$ cat config.mk
export PLATFORM = sky130hd
export DESIGN_NAME = dual_gain_pid_controller
export DESIGN_NICKNAME = d
export VERILOG_FILES = /design/src/hdl/dgpid_pkg.sv /design/src/hdl/dgpid_front.sv /design/src/hdl/dgpid_queue.sv /design/src/hdl/dgpid_back.sv /design/src/hdl/dual_gain_pid_controller.sv
export SDC_FILE = /design/constraint.sdc
export NUM_CORES = 2
export LEC_CHECK = 0
export ABC_AREA = 1
export BUFFER_PORTS_ARGS = -buffer_cell sky130_fd_sc_hd__buf_2
export CORE_MARGIN = 1.5
export CORE_UTILIZATION = 45
export DETAILED_ROUTE_END_ITERATION = 6
export GPL_TIMING_DRIVEN = 0
export PLACE_DENSITY = 0.66
export RECOVER_POWER = 25
export SLEW_MARGIN = 20
export SYNTH_ARGS = -nofsm -noshare
export SYNTH_HDL_FRONTEND = slang
export SYNTH_SLANG_ARGS = --single-unit
$ cat constraint.sdc
create_clock -name clk -period 8.19 [get_ports clk]
set_input_delay 2.457 -clock clk [delete_from_list [all_inputs] [get_ports clk]]
set_output_delay 2.457 -clock clk [all_outputs]
set_load 0.01 [all_outputs]
$ cat src/hdl/dgpid_pkg.sv
// ----------------------------------------------------------------------------
// dgpid_pkg
// shared types and constants for the dual gain pid controller
// ----------------------------------------------------------------------------
`default_nettype none

package dgpid_pkg;

    localparam int DATA_W     = 16;
    localparam int INTEG_W    = 32;
    localparam int DELTA_W    = DATA_W + 1;
    localparam int GAIN_W     = 16;
    localparam int FRAC_W     = 8;
    localparam int P_PROD_W   = GAIN_W + DATA_W;
    localparam int I_PROD_W   = GAIN_W + INTEG_W;
    localparam int D_PROD_W   = GAIN_W + DELTA_W;
    localparam int ACC_W      = I_PROD_W + 2;
    localparam int SHIFTED_W  = ACC_W - FRAC_W;
    localparam int QUEUE_DEPTH = 4;
    localparam int QUEUE_AW   = $clog2(QUEUE_DEPTH);
    localparam int APB_AW     = 5;
    localparam int APB_DW     = 32;
    localparam int REG_IDX_W  = 3;
    localparam int MODE_W     = 2;

    // mode register codes
    localparam logic [MODE_W-1:0] MODE_STOP     = 2'd0;
    localparam logic [MODE_W-1:0] MODE_STRAIGHT = 2'd1;
    localparam logic [MODE_W-1:0] MODE_CURVE    = 2'd2;

    // register indexes (byte address is 4 * index)
    localparam logic [REG_IDX_W-1:0] REG_MODE        = 3'd0;
    localparam logic [REG_IDX_W-1:0] REG_KP_STRAIGHT = 3'd1;
    localparam logic [REG_IDX_W-1:0] REG_KI_STRAIGHT = 3'd2;
    localparam logic [REG_IDX_W-1:0] REG_KD_STRAIGHT = 3'd3;
    localparam logic [REG_IDX_W-1:0] REG_KP_CURVE    = 3'd4;
    localparam logic [REG_IDX_W-1:0] REG_KI_CURVE    = 3'd5;
    localparam logic [REG_IDX_W-1:0] REG_KD_CURVE    = 3'd6;

    typedef struct packed {
        logic signed [GAIN_W-1:0] kp;
        logic signed [GAIN_W-1:0] ki;
        logic signed [GAIN_W-1:0] kd;
    } gains_t;

    // one classified sample, handed from front to back
    typedef struct packed {
        logic                      hold;
        logic signed [DATA_W-1:0]  err;
        logic signed [INTEG_W-1:0] integ;
        logic signed [DELTA_W-1:0] delta;
        gains_t                    gains;
    } work_t;

endpackage

`default_nettype wire

$ cat src/hdl/dgpid_front.sv
// ----------------------------------------------------------------------------
// dgpid_front
// accepts error samples, updates integral and previous error, picks gains
// ----------------------------------------------------------------------------
`default_nettype none

module dgpid_front
(
    input  wire logic                                 clk,
    input  wire logic                                 rst_n,
    input  wire logic                                 in_valid,
    output logic                                      in_ready,
    input  wire logic signed [dgpid_pkg::DATA_W-1:0]  err,
    input  wire logic        [dgpid_pkg::MODE_W-1:0]  mode,
    input  wire dgpid_pkg::gains_t                    gains_straight,
    input  wire dgpid_pkg::gains_t                    gains_curve,
    output logic                                      push,
    output dgpid_pkg::work_t                          work,
    input  wire logic                                 queue_ready
);

    logic signed [dgpid_pkg::INTEG_W-1:0] integral_reg;
    logic signed [dgpid_pkg::INTEG_W-1:0] integral_next;
    logic signed [dgpid_pkg::DATA_W-1:0]  prev_err_reg;
    logic signed [dgpid_pkg::INTEG_W:0]   isum;
    logic                                 accept;

    assign in_ready = queue_ready;
    assign accept   = in_valid && queue_ready;
    assign push     = accept;

    always_comb
    begin
        isum = {integral_reg[dgpid_pkg::INTEG_W-1], integral_reg}
             + {{(dgpid_pkg::INTEG_W - dgpid_pkg::DATA_W + 1){err[dgpid_pkg::DATA_W-1]}}, err};
        // saturate when the two top bits disagree
        if (isum[dgpid_pkg::INTEG_W] != isum[dgpid_pkg::INTEG_W-1])
        begin
            integral_next = isum[dgpid_pkg::INTEG_W]
                ? {1'b1, {(dgpid_pkg::INTEG_W-1){1'b0}}}
                : {1'b0, {(dgpid_pkg::INTEG_W-1){1'b1}}};
        end
        else
        begin
            integral_next = isum[dgpid_pkg::INTEG_W-1:0];
        end
    end

    always_comb
    begin
        work.err   = err;
        work.integ = integral_next;
        work.delta = {err[dgpid_pkg::DATA_W-1], err}
                   - {prev_err_reg[dgpid_pkg::DATA_W-1], prev_err_reg};
        work.hold  = 1'b0;
        work.gains = gains_straight;
        case (mode)
            dgpid_pkg::MODE_STRAIGHT: work.gains = gains_straight;
            dgpid_pkg::MODE_CURVE:    work.gains = gains_curve;
            default:                  work.hold  = 1'b1;
        endcase
    end

    always_ff @(posedge clk or negedge rst_n)
    begin
        if (!rst_n)
        begin
            integral_reg <= '0;
            prev_err_reg <= '0;
        end
        else if (accept)
        begin
            integral_reg <= integral_next;
            prev_err_reg <= err;
        end
    end

    // a non-negative sample never lowers the integral
    assert property (@(posedge clk) disable iff (!rst_n)
        (accept && !err[dgpid_pkg::DATA_W-1]) |=> (integral_reg >= $past(integral_reg)))
        else $error("integral decreased on non-negative sample");

    assert property (@(posedge clk) disable iff (!rst_n)
        accept |=> (prev_err_reg == $past(err)))
        else $error("previous error not updated");

endmodule

`default_nettype wire

$ cat src/hdl/dgpid_queue.sv
// ----------------------------------------------------------------------------
// dgpid_queue
// short fifo of classified samples between front and back
// ----------------------------------------------------------------------------
`default_nettype none

module dgpid_queue
(
    input  wire logic             clk,
    input  wire logic             rst_n,
    input  wire logic             push,
    input  wire dgpid_pkg::work_t wr_data,
    output logic                  in_ready,
    output logic                  out_valid,
    input  wire logic             out_ready,
    output dgpid_pkg::work_t      rd_data
);

    dgpid_pkg::work_t                   mem [dgpid_pkg::QUEUE_DEPTH];
    logic [dgpid_pkg::QUEUE_AW-1:0]     wr_ptr_reg;
    logic [dgpid_pkg::QUEUE_AW-1:0]     rd_ptr_reg;
    logic [dgpid_pkg::QUEUE_AW:0]       count_reg;
    logic                               pop;
    logic                               do_push;

    assign in_ready  = (count_reg != (dgpid_pkg::QUEUE_AW+1)'(dgpid_pkg::QUEUE_DEPTH));
    assign out_valid = (count_reg != '0);
    assign pop       = out_valid && out_ready;
    assign do_push   = push && in_ready;
    assign rd_data   = mem[rd_ptr_reg];

    always_ff @(posedge clk)
    begin
        if (do_push)
        begin
            mem[wr_ptr_reg] <= wr_data;
        end
    end

    always_ff @(posedge clk or negedge rst_n)
    begin
        if (!rst_n)
        begin
            wr_ptr_reg <= '0;
            rd_ptr_reg <= '0;
            count_reg  <= '0;
        end
        else
        begin
            if (do_push)
            begin
                wr_ptr_reg <= wr_ptr_reg + 1'b1;
            end
            if (pop)
            begin
                rd_ptr_reg <= rd_ptr_reg + 1'b1;
            end
            if (do_push && !pop)
            begin
                count_reg <= count_reg + 1'b1;
            end
            else if (pop && !do_push)
            begin
                count_reg <= count_reg - 1'b1;
            end
        end
    end

    assert property (@(posedge clk) disable iff (!rst_n)
        count_reg <= (dgpid_pkg::QUEUE_AW+1)'(dgpid_pkg::QUEUE_DEPTH))
        else $error("queue count beyond depth");

    assert property (@(posedge clk) disable iff (!rst_n)
        (do_push && !pop) |=> (count_reg == $past(count_reg) + 1'b1))
        else $error("queue count missed a push");

endmodule

`default_nettype wire

$ cat src/hdl/dgpid_back.sv
// ----------------------------------------------------------------------------
// dgpid_back
// two stage datapath: three products, then sum, shift and saturate
// ----------------------------------------------------------------------------
`default_nettype none

module dgpid_back
(
    input  wire logic                                clk,
    input  wire logic                                rst_n,
    input  wire logic                                in_valid,
    output logic                                     in_ready,
    input  wire dgpid_pkg::work_t                    work,
    output logic                                     out_valid,
    input  wire logic                                out_ready,
    output logic signed [dgpid_pkg::DATA_W-1:0]      drive
);

    logic                                     s1_valid_reg;
    logic                                     s1_hold_reg;
    logic signed [dgpid_pkg::P_PROD_W-1:0]    p_prod_reg;
    logic signed [dgpid_pkg::I_PROD_W-1:0]    i_prod_reg;
    logic signed [dgpid_pkg::D_PROD_W-1:0]    d_prod_reg;
    logic                                     out_valid_reg;
    logic signed [dgpid_pkg::DATA_W-1:0]      drive_reg;
    logic signed [dgpid_pkg::DATA_W-1:0]      drive_next;
    logic                                     out_free;
    logic                                     s1_load;
    logic                                     out_load;
    logic signed [dgpid_pkg::ACC_W-1:0]       acc;
    logic signed [dgpid_pkg::SHIFTED_W-1:0]   shifted;
    logic signed [dgpid_pkg::DATA_W-1:0]      sat;

    assign out_free  = !out_valid_reg || out_ready;
    assign out_load  = s1_valid_reg && out_free;
    assign in_ready  = !s1_valid_reg || out_free;
    assign s1_load   = in_valid && in_ready;
    assign out_valid = out_valid_reg;
    assign drive     = drive_reg;

    always_ff @(posedge clk)
    begin
        if (s1_load)
        begin
            s1_hold_reg <= work.hold;
            p_prod_reg  <= work.gains.kp * work.err;
            i_prod_reg  <= work.gains.ki * work.integ;
            d_prod_reg  <= work.gains.kd * work.delta;
        end
    end

    always_comb
    begin
        acc = dgpid_pkg::ACC_W'(p_prod_reg)
            + dgpid_pkg::ACC_W'(i_prod_reg)
            + dgpid_pkg::ACC_W'(d_prod_reg);
        // arithmetic shift right rounds toward minus infinity
        shifted = acc[dgpid_pkg::ACC_W-1:dgpid_pkg::FRAC_W];
        if (shifted[dgpid_pkg::SHIFTED_W-1:dgpid_pkg::DATA_W-1]
            != {(dgpid_pkg::SHIFTED_W-dgpid_pkg::DATA_W+1){shifted[dgpid_pkg::SHIFTED_W-1]}})
        begin
            sat = shifted[dgpid_pkg::SHIFTED_W-1]
                ? {1'b1, {(dgpid_pkg::DATA_W-1){1'b0}}}
                : {1'b0, {(dgpid_pkg::DATA_W-1){1'b1}}};
        end
        else
        begin
            sat = shifted[dgpid_pkg::DATA_W-1:0];
        end
        // stop mode repeats the last computed drive
        drive_next = s1_hold_reg ? drive_reg : sat;
    end

    always_ff @(posedge clk or negedge rst_n)
    begin
        if (!rst_n)
        begin
            s1_valid_reg  <= 1'b0;
            out_valid_reg <= 1'b0;
            drive_reg     <= '0;
        end
        else
        begin
            if (in_ready)
            begin
                s1_valid_reg <= in_valid;
            end
            if (out_free)
            begin
                out_valid_reg <= s1_valid_reg;
            end
            if (out_load)
            begin
                drive_reg <= drive_next;
            end
        end
    end

    assert property (@(posedge clk) disable iff (!rst_n)
        (out_load && s1_hold_reg) |=> $stable(drive_reg))
        else $error("held drive changed in stop mode");

    assert property (@(posedge clk) disable iff (!rst_n)
        (s1_valid_reg && !out_free) |=> s1_valid_reg)
        else $error("product stage dropped a sample");

endmodule

`default_nettype wire

$ cat src/hdl/dual_gain_pid_controller.sv
// ----------------------------------------------------------------------------
// dual_gain_pid_controller
// positional pid controller with straight and curve gain sets
// ----------------------------------------------------------------------------
// usage:
//   slave stream s_t* carries one signed 16-bit error sample per transaction;
//   master stream m_t* returns one signed 16-bit drive per sample, in order.
//   apb port holds mode (0 stop, 1 straight, 2 curve) and six q8.8 gains at
//   byte addresses 0x00..0x18; write only while no samples are in flight.
//   the front updates the saturating integral and previous error as each
//   sample is taken and queues it with the selected gains; the back forms
//   the three products in one stage and the sum, shift by 8 and clamp in
//   the next.
//   from an empty queue a sample passes a queue entry, the product and output
//   registers to m_tvalid. throughput: one sample per cycle while m_tready is
//   high, set by the integral update and the two stage product/sum pipeline.
//   when m_tready is low the output and product stages stall, the 4-entry
//   queue fills, then s_tready drops; nothing is lost or repeated.
//   reset: mode 1, gains 0, integral, previous error and held drive 0.
// ----------------------------------------------------------------------------
`default_nettype none

module dual_gain_pid_controller
(
    input  wire logic                               clk,
    input  wire logic                               rst_n,
    input  wire logic                               s_tvalid,
    output logic                                    s_tready,
    input  wire logic [15:0]                        s_tdata,   // [15:0] error_sample
    output logic                                    m_tvalid,
    input  wire logic                               m_tready,
    output logic [15:0]                             m_tdata,   // [15:0] drive
    input  wire logic                               psel,
    input  wire logic                               penable,
    input  wire logic                               pwrite,
    input  wire logic [dgpid_pkg::APB_AW-1:0]       paddr,
    input  wire logic [dgpid_pkg::APB_DW-1:0]       pwdata,
    output logic [dgpid_pkg::APB_DW-1:0]            prdata,
    output logic                                    pready
);

    logic [dgpid_pkg::MODE_W-1:0]       mode_reg;
    dgpid_pkg::gains_t                  straight_reg;
    dgpid_pkg::gains_t                  curve_reg;
    logic                               cfg_write;
    logic [dgpid_pkg::REG_IDX_W-1:0]    reg_idx;
    logic [dgpid_pkg::GAIN_W-1:0]       wgain;

    logic                               front_push;
    dgpid_pkg::work_t                   front_work;
    logic                               queue_in_ready;
    logic                               queue_valid;
    dgpid_pkg::work_t                   queue_work;
    logic                               back_ready;
    logic signed [dgpid_pkg::DATA_W-1:0] drive;

    assign pready    = 1'b1;
    assign cfg_write = psel && penable && pwrite && pready;
    assign reg_idx   = paddr[dgpid_pkg::REG_IDX_W+1:2];
    assign wgain     = pwdata[dgpid_pkg::GAIN_W-1:0];

    always_ff @(posedge clk or negedge rst_n)
    begin
        if (!rst_n)
        begin
            mode_reg     <= dgpid_pkg::MODE_STRAIGHT;
            straight_reg <= '0;
            curve_reg    <= '0;
        end
        else if (cfg_write)
        begin
            case (reg_idx)
                dgpid_pkg::REG_MODE:        mode_reg        <= pwdata[dgpid_pkg::MODE_W-1:0];
                dgpid_pkg::REG_KP_STRAIGHT: straight_reg.kp <= wgain;
                dgpid_pkg::REG_KI_STRAIGHT: straight_reg.ki <= wgain;
                dgpid_pkg::REG_KD_STRAIGHT: straight_reg.kd <= wgain;
                dgpid_pkg::REG_KP_CURVE:    curve_reg.kp    <= wgain;
                dgpid_pkg::REG_KI_CURVE:    curve_reg.ki    <= wgain;
                dgpid_pkg::REG_KD_CURVE:    curve_reg.kd    <= wgain;
                default:                    mode_reg        <= mode_reg;
            endcase
        end
    end

    always_comb
    begin
        case (reg_idx)
            dgpid_pkg::REG_MODE:
                prdata = {{(dgpid_pkg::APB_DW-dgpid_pkg::MODE_W){1'b0}}, mode_reg};
            dgpid_pkg::REG_KP_STRAIGHT:
                prdata = {{(dgpid_pkg::APB_DW-dgpid_pkg::GAIN_W){1'b0}}, straight_reg.kp};
            dgpid_pkg::REG_KI_STRAIGHT:
                prdata = {{(dgpid_pkg::APB_DW-dgpid_pkg::GAIN_W){1'b0}}, straight_reg.ki};
            dgpid_pkg::REG_KD_STRAIGHT:
                prdata = {{(dgpid_pkg::APB_DW-dgpid_pkg::GAIN_W){1'b0}}, straight_reg.kd};
            dgpid_pkg::REG_KP_CURVE:
                prdata = {{(dgpid_pkg::APB_DW-dgpid_pkg::GAIN_W){1'b0}}, curve_reg.kp};
            dgpid_pkg::REG_KI_CURVE:
                prdata = {{(dgpid_pkg::APB_DW-dgpid_pkg::GAIN_W){1'b0}}, curve_reg.ki};
            dgpid_pkg::REG_KD_CURVE:
                prdata = {{(dgpid_pkg::APB_DW-dgpid_pkg::GAIN_W){1'b0}}, curve_reg.kd};
            default:
                prdata = '0;
        endcase
    end

    dgpid_front u_front
    (
        .clk            (clk),
        .rst_n          (rst_n),
        .in_valid       (s_tvalid),
        .in_ready       (s_tready),
        .err            (s_tdata),
        .mode           (mode_reg),
        .gains_straight (straight_reg),
        .gains_curve    (curve_reg),
        .push           (front_push),
        .work           (front_work),
        .queue_ready    (queue_in_ready)
    );

    dgpid_queue u_queue
    (
        .clk       (clk),
        .rst_n     (rst_n),
        .push      (front_push),
        .wr_data   (front_work),
        .in_ready  (queue_in_ready),
        .out_valid (queue_valid),
        .out_ready (back_ready),
        .rd_data   (queue_work)
    );

    dgpid_back u_back
    (
        .clk       (clk),
        .rst_n     (rst_n),
        .in_valid  (queue_valid),
        .in_ready  (back_ready),
        .work      (queue_work),
        .out_valid (m_tvalid),
        .out_ready (m_tready),
        .drive     (drive)
    );

    assign m_tdata = drive;

endmodule

`default_nettype wire
==> flow_summary.ini <==
[cts]
htree_levels = 3
holdBufCountCts = 0
tritoncts = built
root_buffer = clkbuf_16
cts_buffers = 77
insertion_delay_ns = 0.70
path_clk_slew_ns = 0.06
cts_sinks = 741
clock_path_buffers = 3

[hold_path]
worstHoldPathType = flip-flop to flip-flop
whs_path_depth = 2

[global_routing]
grt_pass1_vias = 58450
grt-busiest-layer = met2
grt_use_total_pct = 29.06
grt_use_met1_pct = 37.85
antenna_found_initial = 3
use_met2_pct = 45.46
grt_remaining_overflow = 0
grt_start_max_net_pins = 81
grt_util_met3_pct = 6.411
grt_pass1_wl_um = 357000

[place]
place_congestion = 0.9942
place_inst = 10400
dp_hpwl_um = 194600
portBuffers = 75

[critical_path]
cp.arrival_ns = 8.49
r2r_start = u_queue.rd_ptr_reg[1]
worst_path_most_repeated_cell = fa_1
startpoint = u_queue.rd_ptr_reg[1]
startpoint_type = flip-flop
crit_path_top_delay_cell = a32oi_1
max_stage_delay_ns = 0.57
r2r-end = u_back.i_prod_reg[43]
criticalPathCategory = flip-flop to flip-flop
r2r_slack_ns = 0.13
r2r_cells = 28
cp-endpoint = u_back.i_prod_reg[43]
crit_fanout = 10
end_kind = flip-flop
crit_required_ns = 8.62

[detailed_routing]
routed_wl_um = 237500
route.antenna.remaining_nets = 0
route.detailed.drc = 2
firstDrtPassIters = 7
wire_per_inst_um = 22.50
first_iter_violations = 5395
vias = 57120
viasPerCell = 5.411

[sta]
post-route-period-util_pct = 98.38
relSlewSlack_pct = -145.5
timing.final.hold_violations = 0
max_freq_mhz = 124.1
period_minus_slack_ns = 8.058
fin_skew_ns = 0.03792
rsz0062_at_grt = yes
slew_violations = 94
worst_slew_pin_slew_ns = 3.683
setup_viol = 0
finalSetupTns_ns = 0

[floorplan]
core_mm2 = 0.1624
pin_count = 111
rows = 148
dieArea_mm2 = 0.1655
start_util_pct = 45.19
die_h_um = 406.9
die_width_um = 406.9

[finish]
top_register = u_queue.mem
layout.cells.non_filler = 10560
antennaDiodeCount = 0
utilization_pct = 50.32
drive_gt1_share_pct = 7.351
layout.nets = 9833
largest_reg_flops = 456
area_delta_synth_final_pct = 11.35

[logic_synthesis]
yosys_warnings = 0
synthArstFlopShare_pct = 23.08
yosysSeqAreaShare_pct = 29.15
syn_avg_cell_area_um2 = 9.106
ys_ff_latch = 741
netlist_area_mm2 = 0.07339
synthCells = 8060
synth_edf_count = 570
synth-main-ff-cell = edfxtp_1
ys_types = 57

[run_status]
status = finished with violations
violations = DRC, capacitance limit, slew limit

[run]
cap_violations = 2
-- cells in the mapped netlist (all sizes together), types with 58 or more instances --
| master | instances | share of area (%) |
|---|---|---|
| o21ai | 239 | 1.6 |
| fa | 1074 | 29 |
| dfrtp | 170 | 5.8 |
| edfxtp | 570 | 23 |
| xnor2 | 72 | 0.86 |
| nand2 | 1843 | 9.6 |
| a32oi | 112 | 1.3 |
| nand3 | 106 | 0.76 |
| a31oi | 58 | 0.49 |
| clkbuf | 214 | 1.1 |
| a21oi | 362 | 2.5 |
| inv | 1699 | 8.7 |
| ha | 382 | 6.5 |
| nor2 | 739 | 3.9 |
| xor2 | 124 | 1.5 |
-- through the flow --
stage               cell area (µm²)  hold WS [ns]  setup WS (ns)
floorplan                     73450        0.4530        0.09758
global placement              76550        0.4603         -4.155
detailed placement            77780        0.4604         -1.480
CTS                           81120        0.4760       0.001577
global route                  81720        0.5054     -0.0005391
finish                        81720        0.4752         0.1323
-- layout make-up --
| class | count | area [µm²] |
|---|---|---|
| well taps | 2175 | 2721 |
| flip-flops and latches | 741 | 21400 |
| repair buffers | 170 | 1639 |
| plain buffers | 258 | 1486 |
| fillers | 15150 | 80680 |
| inverters | 1714 | 6455 |
| clock inverters | 39 | 356.6 |
| clock buffers | 103 | 2107 |
| multi-input cells | 5355 | 45560 |
-- worst max-delay path: cells and delay by family (launching register included) --
family,cells,cell delay [ns]
fa+ha+maj,7,3.31
flops,1,0.50
buf+inv,11,1.79
compound gates,8,1.94
xor+xnor,1,0.08
simple gates,1,0.17
-- kinds of logic (layout without fill, tap and decap cells) --
group | count (synthesis) | in the layout | synth area share, %
and+or+nand+nor | 2784 | 2784 | 14.99
DFF | 741 | 741 | 29.15
xor gates and xnor gates | 196 | 196 | 2.339
AOI/OAI and AO/OA | 902 | 902 | 7.377
buffers and inverters | 1979 | 2284 | 10.33
adders and majority gates | 1456 | 1456 | 35.81
other | 2 | 17 | 0.01023
-- metal layers --
layer / part of all wire (%) / routed length [µm]
met3: 9.7 / 23060
met5: 0.0097 / 23
met1: 40 / 93940
met4: 5.9 / 14010
met2: 45 / 106500
-- cell usage in the layout (no fill, tap or decap), types with 37 or more instances in the layout --
master,n
clkbuf_4,50
a32oi_1,40
clkbuf_2,69
buf_2,87
a31oi_1,56
xor2_1,124
inv_1,1686
nand4_1,47
dfrtp_1,170
ha_1,381
nand3_1,99
a21oi_1,349
xnor2_1,72
buf_4,69
nand2_1,1820
nor2_1,719
a32oi_2,37
o21ai_0,221
clkbuf_16,79
edfxtp_1,570
clkbuf_1,111
fa_1,1072
-- worst min path at each step --
stage | start | endpoint | slack, ns
2_1_floorplan | straight_reg[10] | straight_reg[10] | 0.45
3_3_place_gp | u_back.drive[8] | u_back.drive[8] | 0.46
3_5_place_dp | u_back.drive[8] | u_back.drive[8] | 0.46
4_1_cts | u_back.drive[8] | u_back.drive[8] | 0.48
5_1_grt | straight_reg[44] | straight_reg[44] | 0.51
6_report | u_back.drive[8] | u_back.drive[8] | 0.48
-- repair_timing --
action / CTS / global route
gates resized for setup: 256 / 184
setup endpoints to repair: 74 / 41
gates cloned: 0 / 0
pin swaps: 3 / 8
buffers inserted: 2 / 16
Power is not shown: default switching activity piles up to over one toggle a cycle in this logic, so the estimate is an artifact.
